[config.mk]
export PLATFORM = sky130hd
export DESIGN_NAME = debounced_edge_counter_core_flat
export DESIGN_NICKNAME = d
export VERILOG_FILES = /design/src/hdl/dec_pkg.sv /design/src/hdl/dec_if.sv /design/src/hdl/debounced_edge_counter_core.sv /design/src/hdl/dec_csr.sv /design/src/hdl/dec_state_mem.sv /design/src/flat_wrapper.sv
export SDC_FILE = /design/constraint.sdc
export NUM_CORES = 1
export LEC_CHECK = 0
export BUFFER_PORTS_ARGS = -buffer_cell sky130_fd_sc_hd__buf_4
export CORE_UTILIZATION = 40
export DETAILED_ROUTE_END_ITERATION = 16
export MAX_ROUTING_LAYER = met4
export PLACE_DENSITY = 0.56
export SYNTH_ARGS = -nofsm -noshare
export SYNTH_HDL_FRONTEND = slang
export SYNTH_SLANG_ARGS = --single-unit
[constraint.sdc]
create_clock -name clock -period 20.4 [get_ports clock]
set_clock_uncertainty 0.1 [all_clocks]
set_input_delay 2.04 -clock clock [delete_from_list [all_inputs] [get_ports clock]]
set_output_delay 2.04 -clock clock [all_outputs]
set_load 0.05 [all_outputs]
[src/hdl/dec_pkg.sv]
// Shared types and constants for the debounced edge counter.
package dec_pkg;

   localparam int CHANNELS = 4;

   localparam int CHAN_W  = 2;
   localparam int COUNT_W = 16;
   localparam int STAMP_W = 32;
   localparam int WIN_W   = 16;
   localparam int CSR_IDX_W  = 3;
   localparam int CSR_DATA_W = 16;

   typedef logic [CSR_IDX_W-1:0] csr_index_type;

   localparam csr_index_type CSR_ENABLE_MASK = 3'd0;
   localparam csr_index_type CSR_DEBOUNCE_CH0 = 3'd1;
   localparam csr_index_type CSR_DEBOUNCE_CH1 = 3'd2;
   localparam csr_index_type CSR_DEBOUNCE_CH2 = 3'd3;
   localparam csr_index_type CSR_DEBOUNCE_CH3 = 3'd4;

   typedef struct packed {
      logic [CHANNELS-1:0]            enable;
      logic [CHANNELS-1:0][WIN_W-1:0] window;
   } cfg_type;

   typedef struct packed {
      logic               level;
      logic [COUNT_W-1:0] count;
      logic [STAMP_W-1:0] stamp;
   } entry_type;

   typedef struct packed {
      logic              en;
      logic [CHAN_W-1:0] addr;
      entry_type         data;
   } mem_wr_type;

   typedef struct packed {
      logic              en;
      logic [CHAN_W-1:0] addr;
   } mem_rd_type;

endpackage

[src/hdl/dec_if.sv]
// Handshake interfaces for request, response and register write channels.
interface dec_req_if;
   import dec_pkg::*;
   logic               valid;
   logic               ready;
   logic [CHAN_W-1:0]  channel;
   logic               pin_level;
   logic [STAMP_W-1:0] now_ms;
   modport source (output valid, output channel, output pin_level, output now_ms, input ready);
   modport sink   (input valid, input channel, input pin_level, input now_ms, output ready);
endinterface

interface dec_rsp_if;
   import dec_pkg::*;
   logic               valid;
   logic               ready;
   logic [CHAN_W-1:0]  out_channel;
   logic               out_level;
   logic [COUNT_W-1:0] edge_count;
   logic               accepted;
   logic               rising_counted;
   modport source (output valid, output out_channel, output out_level, output edge_count,
                   output accepted, output rising_counted, input ready);
   modport sink   (input valid, input out_channel, input out_level, input edge_count,
                   input accepted, input rising_counted, output ready);
endinterface

interface dec_csr_if;
   import dec_pkg::*;
   logic                  valid;
   logic                  ready;
   logic [CSR_IDX_W-1:0]  index;
   logic [CSR_DATA_W-1:0] data;
   modport source (output valid, output index, output data, input ready);
   modport sink   (input valid, input index, input data, output ready);
endinterface

[src/hdl/debounced_edge_counter_core.sv]
// Top level of the debounced edge counter: request pipeline, update logic and response register.
// Takes one request per clock unless the response side stalls stage 1, and returns one response
// per request through the stage 1 and response registers. The channel state (level, rise count,
// last accepted timestamp) sits in a four-entry memory with a registered read; the read is
// issued as the request is taken, the update is computed in the next cycle and written back,
// and a write-first bypass on the read port lets the next request on the same channel follow
// at once. A response waiting in the output register does not stop the pipeline stage behind
// it from filling. After reset every channel reads as level 0, count 0, timestamp 0 with no
// clearing pass. Register writes are taken every cycle and are meant to happen while idle.
module debounced_edge_counter_core (
   input  logic       clock,
   input  logic       reset,
   dec_req_if.sink    req_bus,
   dec_rsp_if.source  rsp_bus,
   dec_csr_if.sink    csr_bus
);
   import dec_pkg::*;

   cfg_type    cfg;
   mem_rd_type rd;
   mem_wr_type wr;
   entry_type  cur_entry;
   entry_type  new_entry;

   logic               s1_valid_ff, s1_valid_in;
   logic [CHAN_W-1:0]  s1_channel_ff;
   logic               s1_level_ff;
   logic [STAMP_W-1:0] s1_now_ff;

   logic               rsp_valid_ff, rsp_valid_in;
   logic [CHAN_W-1:0]  rsp_channel_ff;
   logic               rsp_level_ff;
   logic [COUNT_W-1:0] rsp_count_ff;
   logic               rsp_accepted_ff;
   logic               rsp_rise_ff;

   logic               req_ready;
   logic               req_fire;
   logic               s1_adv;
   logic               ch_enabled;
   logic [STAMP_W-1:0] elapsed;
   logic               window_pass;
   logic               accept;
   logic               rise;

   dec_csr u_csr (
      .clock   (clock),
      .reset   (reset),
      .csr_bus (csr_bus),
      .cfg     (cfg)
   );

   dec_state_mem u_mem (
      .clock   (clock),
      .reset   (reset),
      .rd      (rd),
      .wr      (wr),
      .rd_data (cur_entry)
   );

   // Stage 1 advances whenever the response register is empty or being drained.
   assign s1_adv    = !rsp_valid_ff || rsp_bus.ready;
   assign req_ready = !s1_valid_ff || s1_adv;
   assign req_fire  = req_bus.valid && req_ready;
   assign req_bus.ready = req_ready;

   assign rd.en   = req_fire;
   assign rd.addr = req_bus.channel;

   always_comb begin
      ch_enabled  = (int'(s1_channel_ff) < CHANNELS) && cfg.enable[s1_channel_ff];
      elapsed     = s1_now_ff - cur_entry.stamp;
      window_pass = elapsed >= {{(STAMP_W-WIN_W){1'b0}}, cfg.window[s1_channel_ff]};
      accept      = ch_enabled && window_pass;
      rise        = accept && s1_level_ff && !cur_entry.level;

      new_entry = cur_entry;
      if (accept) begin
         new_entry.stamp = s1_now_ff;
         new_entry.level = s1_level_ff;
         if (rise) begin
            new_entry.count = cur_entry.count + COUNT_W'(1);
         end
      end
   end

   assign wr.en   = s1_valid_ff && s1_adv && accept;
   assign wr.addr = s1_channel_ff;
   assign wr.data = new_entry;

   always_comb begin
      if (req_fire) begin
         s1_valid_in = 1'b1;
      end else if (s1_adv) begin
         s1_valid_in = 1'b0;
      end else begin
         s1_valid_in = s1_valid_ff;
      end
      rsp_valid_in = s1_adv ? s1_valid_ff : rsp_valid_ff;
   end

   always_ff @(posedge clock) begin
      if (reset) begin
         s1_valid_ff  <= 1'b0;
         rsp_valid_ff <= 1'b0;
      end else begin
         s1_valid_ff  <= s1_valid_in;
         rsp_valid_ff <= rsp_valid_in;
      end
   end

   always_ff @(posedge clock) begin
      if (req_fire) begin
         s1_channel_ff <= req_bus.channel;
         s1_level_ff   <= req_bus.pin_level;
         s1_now_ff     <= req_bus.now_ms;
      end
   end

   // Disabled channels report zeros apart from the channel; dropped requests report the stored state.
   always_ff @(posedge clock) begin
      if (s1_valid_ff && s1_adv) begin
         rsp_channel_ff  <= s1_channel_ff;
         rsp_level_ff    <= ch_enabled && new_entry.level;
         rsp_count_ff    <= ch_enabled ? new_entry.count : '0;
         rsp_accepted_ff <= accept;
         rsp_rise_ff     <= rise;
      end
   end

   assign rsp_bus.valid          = rsp_valid_ff;
   assign rsp_bus.out_channel    = rsp_channel_ff;
   assign rsp_bus.out_level      = rsp_level_ff;
   assign rsp_bus.edge_count     = rsp_count_ff;
   assign rsp_bus.accepted       = rsp_accepted_ff;
   assign rsp_bus.rising_counted = rsp_rise_ff;

   a_rise_implies_accept: assert property (@(posedge clock) disable iff (reset)
      rsp_valid_ff && rsp_rise_ff |-> rsp_accepted_ff && rsp_level_ff)
      else $error("rise reported without an accepted high level");

   a_write_on_advance: assert property (@(posedge clock) disable iff (reset)
      wr.en |-> s1_valid_ff && s1_adv)
      else $error("state written without an advancing request");

   a_bypass_same_channel: assert property (@(posedge clock) disable iff (reset)
      wr.en && req_fire && req_bus.channel == wr.addr |=> cur_entry == $past(wr.data))
      else $error("back-to-back request missed the preceding update");

   a_stall_blocks_request: assert property (@(posedge clock) disable iff (reset)
      s1_valid_ff && !s1_adv |-> !req_ready)
      else $error("request taken while the update stage is stalled");

endmodule

[src/hdl/dec_csr.sv]
// Configuration registers: channel enable mask and per-channel debounce windows.
module dec_csr (
   input  logic             clock,
   input  logic             reset,
   dec_csr_if.sink          csr_bus,
   output dec_pkg::cfg_type cfg
);
   import dec_pkg::*;

   cfg_type cfg_ff;
   cfg_type cfg_in;
   logic    wr_fire;

   assign csr_bus.ready = 1'b1;
   assign wr_fire       = csr_bus.valid;

   always_comb begin
      cfg_in = cfg_ff;
      if (wr_fire) begin
         unique case (csr_bus.index)
            CSR_ENABLE_MASK:  cfg_in.enable    = csr_bus.data[CHANNELS-1:0];
            CSR_DEBOUNCE_CH0: cfg_in.window[0] = csr_bus.data[WIN_W-1:0];
            CSR_DEBOUNCE_CH1: cfg_in.window[1] = csr_bus.data[WIN_W-1:0];
            CSR_DEBOUNCE_CH2: cfg_in.window[2] = csr_bus.data[WIN_W-1:0];
            CSR_DEBOUNCE_CH3: cfg_in.window[3] = csr_bus.data[WIN_W-1:0];
            default:          cfg_in = cfg_ff;
         endcase
      end
   end

   always_ff @(posedge clock) begin
      if (reset) begin
         cfg_ff <= '0;
      end else begin
         cfg_ff <= cfg_in;
      end
   end

   assign cfg = cfg_ff;

endmodule

[src/hdl/dec_state_mem.sv]
// Per-channel state memory with registered read, write-first bypass and reset valid bits.
module dec_state_mem (
   input  logic               clock,
   input  logic               reset,
   input  dec_pkg::mem_rd_type rd,
   input  dec_pkg::mem_wr_type wr,
   output dec_pkg::entry_type  rd_data
);
   import dec_pkg::*;

   entry_type           state_mem[CHANNELS];
   logic [CHANNELS-1:0] valid_ff;
   logic [CHANNELS-1:0] valid_in;
   entry_type           rd_data_ff;

   always_comb begin
      valid_in = valid_ff;
      if (wr.en) begin
         valid_in[wr.addr] = 1'b1;
      end
   end

   always_ff @(posedge clock) begin
      if (reset) begin
         valid_ff <= '0;
      end else begin
         valid_ff <= valid_in;
      end
   end

   always_ff @(posedge clock) begin
      if (wr.en) begin
         state_mem[wr.addr] <= wr.data;
      end
   end

   // Take the write of the same edge so a back-to-back request sees it.
   always_ff @(posedge clock) begin
      if (rd.en) begin
         if (wr.en && wr.addr == rd.addr) begin
            rd_data_ff <= wr.data;
         end else if (valid_ff[rd.addr]) begin
            rd_data_ff <= state_mem[rd.addr];
         end else begin
            rd_data_ff <= '0;
         end
      end
   end

   assign rd_data = rd_data_ff;

endmodule

[src/flat_wrapper.sv]
// flat-port wrapper written by rule: the top's interface ports become plain ports
module debounced_edge_counter_core_flat import dec_pkg::*;
  (clock, reset, req_bus_valid, req_bus_channel, req_bus_pin_level, req_bus_now_ms, req_bus_ready, rsp_bus_valid, rsp_bus_out_channel, rsp_bus_out_level, rsp_bus_edge_count, rsp_bus_accepted, rsp_bus_rising_counted, rsp_bus_ready, csr_bus_valid, csr_bus_index, csr_bus_data, csr_bus_ready);
  dec_req_if req_bus_i ();
  dec_rsp_if rsp_bus_i ();
  dec_csr_if csr_bus_i ();
  input  logic clock;
  input  logic reset;
  input wire logic [$bits(req_bus_i.valid)-1:0] req_bus_valid;
  input wire logic [$bits(req_bus_i.channel)-1:0] req_bus_channel;
  input wire logic [$bits(req_bus_i.pin_level)-1:0] req_bus_pin_level;
  input wire logic [$bits(req_bus_i.now_ms)-1:0] req_bus_now_ms;
  output wire logic [$bits(req_bus_i.ready)-1:0] req_bus_ready;
  output wire logic [$bits(rsp_bus_i.valid)-1:0] rsp_bus_valid;
  output wire logic [$bits(rsp_bus_i.out_channel)-1:0] rsp_bus_out_channel;
  output wire logic [$bits(rsp_bus_i.out_level)-1:0] rsp_bus_out_level;
  output wire logic [$bits(rsp_bus_i.edge_count)-1:0] rsp_bus_edge_count;
  output wire logic [$bits(rsp_bus_i.accepted)-1:0] rsp_bus_accepted;
  output wire logic [$bits(rsp_bus_i.rising_counted)-1:0] rsp_bus_rising_counted;
  input wire logic [$bits(rsp_bus_i.ready)-1:0] rsp_bus_ready;
  input wire logic [$bits(csr_bus_i.valid)-1:0] csr_bus_valid;
  input wire logic [$bits(csr_bus_i.index)-1:0] csr_bus_index;
  input wire logic [$bits(csr_bus_i.data)-1:0] csr_bus_data;
  output wire logic [$bits(csr_bus_i.ready)-1:0] csr_bus_ready;
  assign req_bus_i.valid = req_bus_valid;
  assign req_bus_i.channel = req_bus_channel;
  assign req_bus_i.pin_level = req_bus_pin_level;
  assign req_bus_i.now_ms = req_bus_now_ms;
  assign req_bus_ready = req_bus_i.ready;
  assign rsp_bus_valid = rsp_bus_i.valid;
  assign rsp_bus_out_channel = rsp_bus_i.out_channel;
  assign rsp_bus_out_level = rsp_bus_i.out_level;
  assign rsp_bus_edge_count = rsp_bus_i.edge_count;
  assign rsp_bus_accepted = rsp_bus_i.accepted;
  assign rsp_bus_rising_counted = rsp_bus_i.rising_counted;
  assign rsp_bus_i.ready = rsp_bus_ready;
  assign csr_bus_i.valid = csr_bus_valid;
  assign csr_bus_i.index = csr_bus_index;
  assign csr_bus_i.data = csr_bus_data;
  assign csr_bus_ready = csr_bus_i.ready;
  debounced_edge_counter_core u_core (.clock(clock), .reset(reset), .req_bus(req_bus_i), .rsp_bus(rsp_bus_i), .csr_bus(csr_bus_i));
endmodule
==> summary.md, run 1 <==
| Metric | Value |
|---|---|
| CP Class | `reg2reg` |
| CTS buffer count | `40` |
| Post-synth top cells | `edfxtp_1 (301), nand2_1 (208), a21oi_1 (107)` |
| Largest net degree at the start of global routing | `between 70 and 80` |
| CP Capture Type | `flop` |
| Required time of the critical path | `20.59 ns` |
| Area fraction of the dominant cell type after synthesis | `a little over half` |
| Synthesis-to-layout area growth | `13.5%` |
| Synth Net Count | `1507` |
| Status | `finished, final reports clean` |
| Post-synth top area cell | `edfxtp_1` |
| Vias in the first global route | `11400` |
| Final ANT Viol Nets | `0` |
| Actual slew at the worst max-slew pin | `between 0.9 and 1 ns` |
| Nets | `approximately 1600` |
| Met2 Use GR | `30.1%` |
| Setup crit start | `u_core.s1_now_ff[4]` |
| IO Count | `83` |
| Peak Freq | `0.145 GHz` |
| Final Slew Violations | `0` |
| PD cells | `86.8 mW/mm2` |
| DIE HEIGHT | `210 um` |
| # hold bufs at CTS | `0` |
| DR vias | `11200` |
| Post-synthesis sequential area ratio | `60.7%` |
| Mapped Cells | `~1400` |
| Met1 Usage GRT | `27.3%` |
| Pleak | `between 6 and 7 nW` |
| Cell variety after synth | `73` |
| Worst-path clk slew | `0.06 ns` |
| DRC errors left | `0` |
| Syn Std Cell Area | `between 0.015 and 0.02 mm2` |
| CP startpoint kind | `flop` |
| Syn. warnings | `0` |
| CTS tree | `done` |
| Crit path arrival time | `slightly above 7 ns` |
| GR met3 Demand/Resource | `approximately 3%` |
| Worst Hold Class | `reg2reg` |
| Overall Global Routing Usage | `19.7%` |
| Placer Congestion | `around 0.86` |
| Crit path time final | `6.88 ns` |
| Top Usage Layer GRT | `met2` |
| EDFF count, synth | `301` |
| Worst-case reg-to-reg path depth | `20` |
| CP Max Fanout | `53` |
| Worst r2r dst | `u_core.u_mem.rd_data[36]` |
| Final wirelength | `about 41000 um` |
| Post-DP HPWL | `26700 um` |
| Final hold viol count | `0` |
| Postcts setup bufs | `0` |
| Clk sinks | `between 300 and 400` |
| Most common cell in the netlist | `edfxtp_1` |
| Row cnt | `75` |
| Starting Density | `40.9%` |
| Final Setup Violations | `0` |
| Maxcap violations | `0` |
| Slew headroom | `38.8%` |
| DRT Pass-1 Iters | `5` |
| CORE AREA | `roughly 0.042 mm2` |
| Global route overflow | `0` |
| RSZ-0062 raised after global routing | `false` |
| Setup slack, reg-to-reg | `13.52 ns` |
| DR iter-0 viols | `910` |
| Share of post-route cells with drive strength above 1 | `16.1%` |
| Design Area, Final | `0.0197 mm2` |
| Setup TNS | `0 ns` |
| Post-cts repair resize count | `0` |
| Routed wire per std cell | `approximately 20 um` |
| Final period utilization | `33.7%` |
| Hold Startpoint | `u_core.u_csr.cfg[18]` |
| Placed cell areas | `0.0185 mm2` |
| Clk_lat worst skew | `between 0.5 and 0.6 ns` |
| H-tree depth | `2` |
| Die width | `210 um` |
| Root buf cell | `clkbuf_16` |
| Antenna violations before repair | `2` |
| Post-synthesis register bit count | `375` |
| Async S/R FF share, synth | `0%` |
| Global-route wire length before repair | `around 65000 um` |
| Total die area | `0.0441 mm2` |
| Dominant cells by area after synthesis | `edfxtp_1 (52%), mux4_2 (8.6%), dfxtp_1 (8.6%)` |
| CTS Buffer Depth | `3` |
| Critical path endpoint | `u_core.u_mem.rd_data[36]` |
| Top FF cell, synth | `edfxtp_1` |
| Via density | `5.41` |
| Port Buffers | `81` |
| Synthesized area per cell | `12.4 um2` |
| Max rail drop VDD | `0.0000521 V` |
| R2R Path Start | `u_core.s1_now_ff[4]` |
| Worst hold slack | `0.352 ns` |
[layer usage]
| metal | wire, um | vias to the layer above | share of wire, % |
|---|---|---|---|
| li1 | - | 5283 | - |
| met1 | 19500 | 5604 | 47 |
| met2 | 19000 | 268 | 46 |
| met3 | 1880 | 50 | 4.5 |
| met4 | 920 | 0 | 2.2 |
| met5 | 0 | - | 0 |
[power by group]
part | total [W] | internal (W) | switching [W]
clock network | 0.000676 | 0.000378 | 0.000298
logic | 0.000173 | 0.0000643 | 0.000109
registers | 0.000856 | 0.000847 | 0.00000962
[how the worst min path moves through the flow]
stage               slack [ns]                       endpoint  cells after the start
finish                    0.35           u_core.u_csr.cfg[18]                      2
detailed placement        0.35           u_core.u_csr.cfg[55]                      2
CTS                       0.35           u_core.u_csr.cfg[55]                      2
floorplan                 0.32  u_core.rsp_bus.out_channel[0]                      0
global route              0.37           u_core.u_csr.cfg[59]                      2
global placement          0.34           u_core.u_csr.cfg[19]                      2
[placed cells by master (no fill, tap or decap), types with 6 or more instances in the layout]
| master | count |
|---|---|
| nand2b_1 | 7 |
| buf_4 | 100 |
| clkbuf_16 | 41 |
| xnor2_1 | 21 |
| a21oi_1 | 107 |
| clkinv_1 | 8 |
| and4_1 | 6 |
| inv_1 | 95 |
| mux2i_1 | 9 |
| ha_1 | 48 |
| o21ai_1 | 36 |
| nand3_1 | 63 |
| nand4_1 | 12 |
| o211ai_1 | 6 |
| nand2_1 | 208 |
| clkbuf_1 | 17 |
| a211oi_1 | 6 |
| o21ai_0 | 73 |
| mux4_2 | 66 |
| xor2_1 | 18 |
| and3_1 | 6 |
| edfxtp_1 | 301 |
| o21a_1 | 11 |
| and2_1 | 10 |
| dfxtp_1 | 74 |
| nor2_1 | 41 |
[metrics by stage]
stage / utilization [%] / setup WS (ns) / cells / power [W]
2_1_floorplan: - / 12.57 / 1399 / 0.000990
3_3_place_gp: 43.6 / 13.74 / 1996 / 0.00104
4_1_cts: 46.4 / 13.45 / 2070 / 0.00173
5_1_grt: 46.4 / 12.98 / 2071 / 0.00177
6_report: 46.4 / 13.52 / 2071 / 0.00171
3_5_place_dp: 43.6 / 13.48 / 1996 / 0.00105
[sequential cells by signal (all words and copies together), names as in the netlist, 2 cells and up]
signal,count
u_core.u_mem.state_mem,196
u_core.u_mem.valid_ff,4
u_core.s1_channel_ff,2
u_core.u_csr.cfg,68
u_core.s1_now_ff,32
u_core.u_mem.rd_data,49
u_core.rsp_bus.edge_count,16
u_core.rsp_bus.out_channel,2
[logic make-up after synthesis]
| kind of cell | synth area share, % |
|---|---|
| muxes | 9.17 |
| AOI/OAI and AO/OA | 9.91 |
| xor gates and xnor gates | 1.97 |
| and+or+nand+nor | 10.4 |
| DFF | 60.7 |
| other | 0.0216 |
| buffers and inverters | 4.20 |
| adders and majority gates | 3.58 |
[worst max-delay path: stages, from the launching register on]
cell and delay [ns]:
edfxtp_1 0.41, ha_1 0.38, and2_4 0.17, o211ai_2 0.11, a211oi_1 0.52, nor2_1 0.20, o31ai_1 0.35, xor2_1 0.22
ha_1 0.27, a21oi_1 0.16, o21ai_0 0.10, a21oi_1 0.12, o41a_1 0.18, or4b_2 0.60, a21oi_1 0.21, nand4_1 0.17
nor4_4 0.67, or4_2 0.79, buf_4 0.59, a21boi_1 0.24, a31oi_1 0.05
[cell type report]
type	instances	area [um2]
Fill cell	3821	22700
Sequential cell	375	10500
Multi-Input combinational cell	849	6100
Clock buffer	59	1100
Timing Repair Buffer	100	751
Tap cell	577	722
Inverter	95	357
Clock inverter	15	97.6
Antenna cell	1	2.50
Power figures use the tool's default switching activity.
==> run 2: changes to the inputs <==
Clock period 20.4 ns to 6.34 ns, I/O delays scaled along.
==> run 2 against run 1 <==
Against the previous run:
- design area is 1.7% higher
- non-clock buffer count is 2 higher
- sequential cell count stayed put
- core utilization is 0.77 points higher
- critical path type unchanged
- largest cell class unchanged
==> summary.md, run 2 (synthesis results as in run 1) <==
| Metric | Value |
|---|---|
| IO Count | `between 80 and 90` |
| Max rail drop VDD | `0.000174 V` |
| Global route overflow | `0` |
| Antenna violations before repair | `0` |
| Peak Freq | `0.172 GHz` |
| Final hold viol count | `0` |
| CTS Buffer Depth | `3` |
| Postcts setup bufs | `0` |
| Final Slew Violations | `0` |
| Worst Hold Class | `in2reg` |
| Row cnt | `between 70 and 80` |
| CORE AREA | `0.0423 mm2` |
| Worst-path clk slew | `0.06 ns` |
| DR iter-0 viols | `just under 800` |
| Largest net degree at the start of global routing | `75` |
| Required time of the critical path | `between 6 and 7 ns` |
| Overall Global Routing Usage | `19.5%` |
| Share of post-route cells with drive strength above 1 | `17.3%` |
| Die width | `210 um` |
| Placed cell count | `1998` |
| P_sw | `0.00139 W` |
| DRC errors left | `0` |
| Most frequent cells in the layout | `edfxtp_1 (301), nand2_1 (208), a21oi_1 (107), buf_4 (98), inv_1 (95)` |
| Total die area | `0.0441 mm2` |
| CTS tree | `done` |
| Port Buffers | `81` |
| CP Class | `reg2reg` |
| Clk sinks | `roughly 380` |
| PD cells | `294 mW/mm2` |
| Routed wire per std cell | `a little under 20 um` |
| DIE HEIGHT | `210 um` |
| Root buf cell | `clkbuf_16` |
| Clock power frac | `between 40% and 50%` |
| CP Max Fanout | `24` |
| Largest register by flop count | `u_core.u_mem.state_mem` |
| Number of fill cells in the layout | `3806` |
| Clk_lat worst skew | `slightly below 0.6 ns` |
| Via density | `5.38` |
| Global-route wire length before repair | `between 60000 and 70000 um` |
| Sw Ratio | `23.7%` |
| H-tree depth | `2` |
| Internal power | `0.00449 W` |
| Slew headroom | `approximately a fifth` |
| Final wirelength | `about 40000 um` |
| Vias in the first global route | `11200` |
| Seq pwr share | `46.9%` |
| RSZ-0062 raised after global routing | `false` |
| Post-DP HPWL | `26400 um` |
| Comb power frac | `9.4%` |
| Multi-input gate area | `between 0.006 and 0.007 mm2` |
| CP startpoint kind | `flop` |
| Max FFs per register | `slightly below 200` |
| CTS buffer count | `between 40 and 50` |
| Final Setup Violations | `0` |
| Nets | `1573` |
| Synthesis-to-layout area growth | `15.3%` |
| Crit path arrival time | `around 6.0 ns` |
| Setup TNS | `0 ns` |
| # diodes | `0` |
| Status | `finished, final reports clean` |
| DR vias | `11200` |
| Register Area | `0.0105 mm2` |
| Final ANT Viol Nets | `0` |
| Crit path time final | `5.82 ns` |
| DRT Pass-1 Iters | `9` |
| Final period utilization | `91.8%` |
| Pleak | `7.00 nW` |
| Maxcap violations | `0` |
| Finished Layout Cells | `2074` |
| Actual slew at the worst max-slew pin | `1.22 ns` |
| Commonest non-fill, non-tap cell in the layout | `edfxtp_1` |
| Starting Density | `40.9%` |
| CP Capture Type | `flop` |
| Worst hold slack | `0.126 ns` |
| Placer Congestion | `0.904` |
run 2: worst paths after layout:
check / to / cells after the start / from / slack, ns
worst max-delay path: u_core.u_mem.state_mem[3][4] / 20 / u_core.s1_now_ff[3] / 0.52
worst max register to register: u_core.u_mem.state_mem[3][4] / 20 / u_core.s1_now_ff[3] / 0.52
worst min-delay path: u_core.s1_now_ff[11] / 1 / req_bus_now_ms[11] / 0.13
worst min register to register: u_core.u_csr.cfg[58] / 2 / u_core.u_csr.cfg[58] / 0.35
run 2: through the flow:
stage	setup slack, ns	power (W)	util [%]	cell area, um2
final	0.521	0.00588	47.2	20000
after global routing	0.0570	0.00610	47.2	20000
after CTS	0.289	0.00595	47.2	20000
after detailed placement	0.332	0.00336	43.7	18500
after global placement	0.485	0.00336	43.7	18500
after floorplan	-1.49	0.00319	-	17300
run 2: layer usage:
layer | wire (um) | up-vias | GRT usage, %
li1 | - | 5286 | -
met1 | 19100 | 5537 | 26.6
met2 | 19500 | 273 | 30.5
met3 | 1730 | 54 | 3.04
met4 | 782 | 0 | 5.08
met5 | 0 | - | -
run 2: worst max-delay path, stage by stage, from the launching register on:
cell and delay (ns):
edfxtp_1 0.40, ha_1 0.37, and2_4 0.18, a221oi_1 0.48, a211oi_1 0.25, nor2_1 0.32
o31ai_1 0.14, xor2_1 0.17, ha_1 0.33, a21oi_1 0.15, o21ai_0 0.09, a21oi_1 0.12
o41a_1 0.19, or4b_2 0.58, a21oi_1 0.19, nand4_1 0.19, nor4_4 0.21, nand2b_2 0.44
buf_4 0.34, nand2_1 0.08, o21ai_0 0.23
run 2: area by class of cell:
type	count	area share (%)
sequential	375	52.7
timing repair buffer	102	4.04
multi-input combinational	849	30.5
clock buffer	52	5.62
clock inverter	24	1.74
tap	577	3.61
inverter	95	1.78
run 2: power groups by stage:
| stage | Clock [W] | Combinational [W] | Sequential (W) |
|---|---|---|---|
| floorplan | 0 | 0.000366 | 0.00282 |
| global placement | 0 | 0.000555 | 0.00281 |
| detailed placement | 0 | 0.000555 | 0.00281 |
| CTS | 0.00264 | 0.000560 | 0.00276 |
| global route | 0.00272 | 0.000618 | 0.00276 |
| finish | 0.00257 | 0.000556 | 0.00276 |
run 2: timing repair:
action / in CTS / in global routing
hold endpoints to repair: 0 / 0
gates resized for setup: 0 / 2
hold buffers: 0 / 0
endpoints found under the setup margin: 0 / 22
==> run 3: changes to the inputs <==
Settings changed: TNS_END_PERCENT set to 1.
Clock period 6.34 ns to 7.4 ns, I/O delays scaled along.
==> run 3 against run 2 <==
Against the previous run:
- clock-buffer cell count grew 3
- core utilization shrank 0.43 points
- design area shrank 0.91%
- via count grew 0.37%
- die area is the same
- non-clock buffer count grew 1
- first-iteration DRC count grew 0.13%
- register-to-register slack gained 0.90 ns
- final cell count is essentially flat
- highest routed layer unchanged
==> summary.md, run 3 (synthesis results as in run 1) <==
| Metric | Value |
|---|---|
| Largest net degree at the start of global routing | `75` |
| Required time of the critical path | `about 7.5 ns` |
| Synthesis-to-layout area growth | `14.3%` |
| Row cnt | `75` |
| CTS Buffer Depth | `3` |
| Final Setup Violations | `0` |
| Tot Pwr | `0.00482 W` |
| CP Capture Type | `flop` |
| Sw Ratio | `24.1%` |
| Antenna violations before repair | `0` |
| Met1 Usage GRT | `27.1%` |
| DIE HEIGHT | `around 210 um` |
| Top Usage Layer GRT | `met2` |
| DR vias | `approximately 11000` |
| Final ANT Viol Nets | `0` |
| H-tree depth | `2` |
| Crit path time final | `5.98 ns` |
| Post-cts repair resize count | `0` |
| Final period utilization | `80.8%` |
| Crit path arrival time | `6.11 ns` |
| Starting Density | `between 40 and 50%` |
| Internal power | `0.00366 W` |
| Postcts setup bufs | `0` |
| Most frequent cells in the layout | `edfxtp_1 (301), nand2_1 (208), a21oi_1 (107), buf_4 (102), inv_1 (95)` |
| Global route overflow | `0` |
| Overall Global Routing Usage | `19.6%` |
| Seq pwr share | `49.0%` |
| Final hold viol count | `0` |
| Peak Freq | `roughly 0.17 GHz` |
| Vias in the first global route | `about 11000` |
| Worst Hold Class | `in2reg` |
| CTS buffer count | `41` |
| Clock power frac | `around two fifths` |
| Maxcap violations | `0` |
| Port Buffers | `81` |
| Design Area, Final | `between 0.015 and 0.02 mm2` |
| Max FFs per register | `196` |
| Share of post-route cells with drive strength above 1 | `17.0%` |
| Worst-path clk slew | `roughly 0.060 ns` |
| # diodes | `0` |
| Root buf cell | `clkbuf_16` |
| Clk_lat worst skew | `between 0.5 and 0.6 ns` |
| Pleak | `6.93 nW` |
| CTS tree | `done` |
| DRT Pass-1 Iters | `5` |
| PD cells | `about 240 mW/mm2` |
| DRC errors left | `0` |
| Nets | `between 1500 and 2000` |
| CP startpoint kind | `flop` |
| CP Max Fanout | `48` |
| Commonest non-fill, non-tap cell in the layout | `edfxtp_1` |
| Global-route wire length before repair | `64100 um` |
| GR met3 Demand/Resource | `2.86%` |
| Final Slew Violations | `0` |
| Status | `finished, final reports clean` |
| Placed cell areas | `0.0185 mm2` |
| Total die area | `0.0441 mm2` |
| Largest register by flop count | `u_core.u_mem.state_mem` |
| Actual slew at the worst max-slew pin | `approximately 1.1 ns` |
| CP Class | `reg2reg` |
| Clk sinks | `between 300 and 400` |
| IO Count | `83` |
| Number of fill cells in the layout | `3845` |
| RSZ-0062 raised after global routing | `false` |
| Final wirelength | `41200 um` |
| P_sw | `0.00116 W` |
| Post-DP HPWL | `approximately 26000 um` |
| CORE AREA | `0.0423 mm2` |
| DR iter-0 viols | `around 800` |
| Max rail drop VDD | `0.000134 V` |
| Met2 Use GR | `between 30% and 40%` |
| Placer Congestion | `0.860` |
| # hold bufs at CTS | `0` |
| Routed wire per std cell | `19.9 um` |
| Comb power frac | `9.8%` |
| Via density | `5.40` |
| Slew headroom | `23.9%` |
| Die width | `210 um` |
run 3: worst paths after layout:
kind                             start                       endpoint  slack, ns  cells after the start
hold / removal       req_bus_now_ms[2]            u_core.s1_now_ff[2]       0.25                      1
setup reg to reg   u_core.s1_now_ff[4]  u_core.u_mem.state_mem[3][13]       1.42                     20
setup / recovery   u_core.s1_now_ff[4]  u_core.u_mem.state_mem[3][13]       1.42                     20
hold reg to reg   u_core.u_csr.cfg[50]           u_core.u_csr.cfg[50]       0.35                      2
run 3: final cells by class:
type	instances	area, um2	area share, %
repair buffers	103	786	3.97
multi-input cells	849	6100	30.8
flip-flops and latches	375	10500	53.1
inverters	95	357	1.80
well taps	577	722	3.65
clock inverters	19	140	0.708
clock buffers	55	1170	5.92
run 3: critical path: stages, from the launching register on:
cell and delay [ns]:
edfxtp_1 0.40, ha_1 0.37, and2_4 0.17, o211ai_2 0.12, a211oi_1 0.51, nor2_1 0.21
o31ai_1 0.35, xor2_1 0.21, ha_1 0.26, a21oi_1 0.14, o21ai_0 0.09, a21oi_1 0.13
o41a_1 0.18, or4b_2 0.59, a21oi_1 0.21, nand4_1 0.18, nor4_4 0.20, buf_4 0.25
nand2b_2 0.17, buf_4 0.46, o21ai_0 0.29
run 3: power groups by stage:
| stage | Sequential, W | Clock (W) | Combinational, W |
|---|---|---|---|
| after CTS | 0.00236 | 0.00203 | 0.000477 |
| after global routing | 0.00237 | 0.00211 | 0.000526 |
| after global placement | 0.00241 | 0 | 0.000472 |
| after detailed placement | 0.00241 | 0 | 0.000475 |
| after floorplan | 0.00242 | 0 | 0.000314 |
| final | 0.00236 | 0.00199 | 0.000473 |
run 3: metal layers:
layer  up-vias  routed length [um]  share of wire [%]
met3        63                1750                4.2
met1      5594               19600                 47
met5         -                   0                  0
met2       245               19000                 46
met4         0                 836                2.0
li1       5289                   -                  -
run 3: through the flow:
stage	worst slack [ns]	cells	hold slack (ns)	util, %	TNS, ns
3_3_place_gp	1.58	1999	0.338	43.7	0
5_1_grt	0.931	2073	0.225	46.8	0
4_1_cts	1.39	2073	0.218	46.8	0
3_5_place_dp	1.46	1999	0.346	43.7	0
6_report	1.42	2073	0.245	46.8	0
2_1_floorplan	-0.434	1399	0.324	-	-55.22
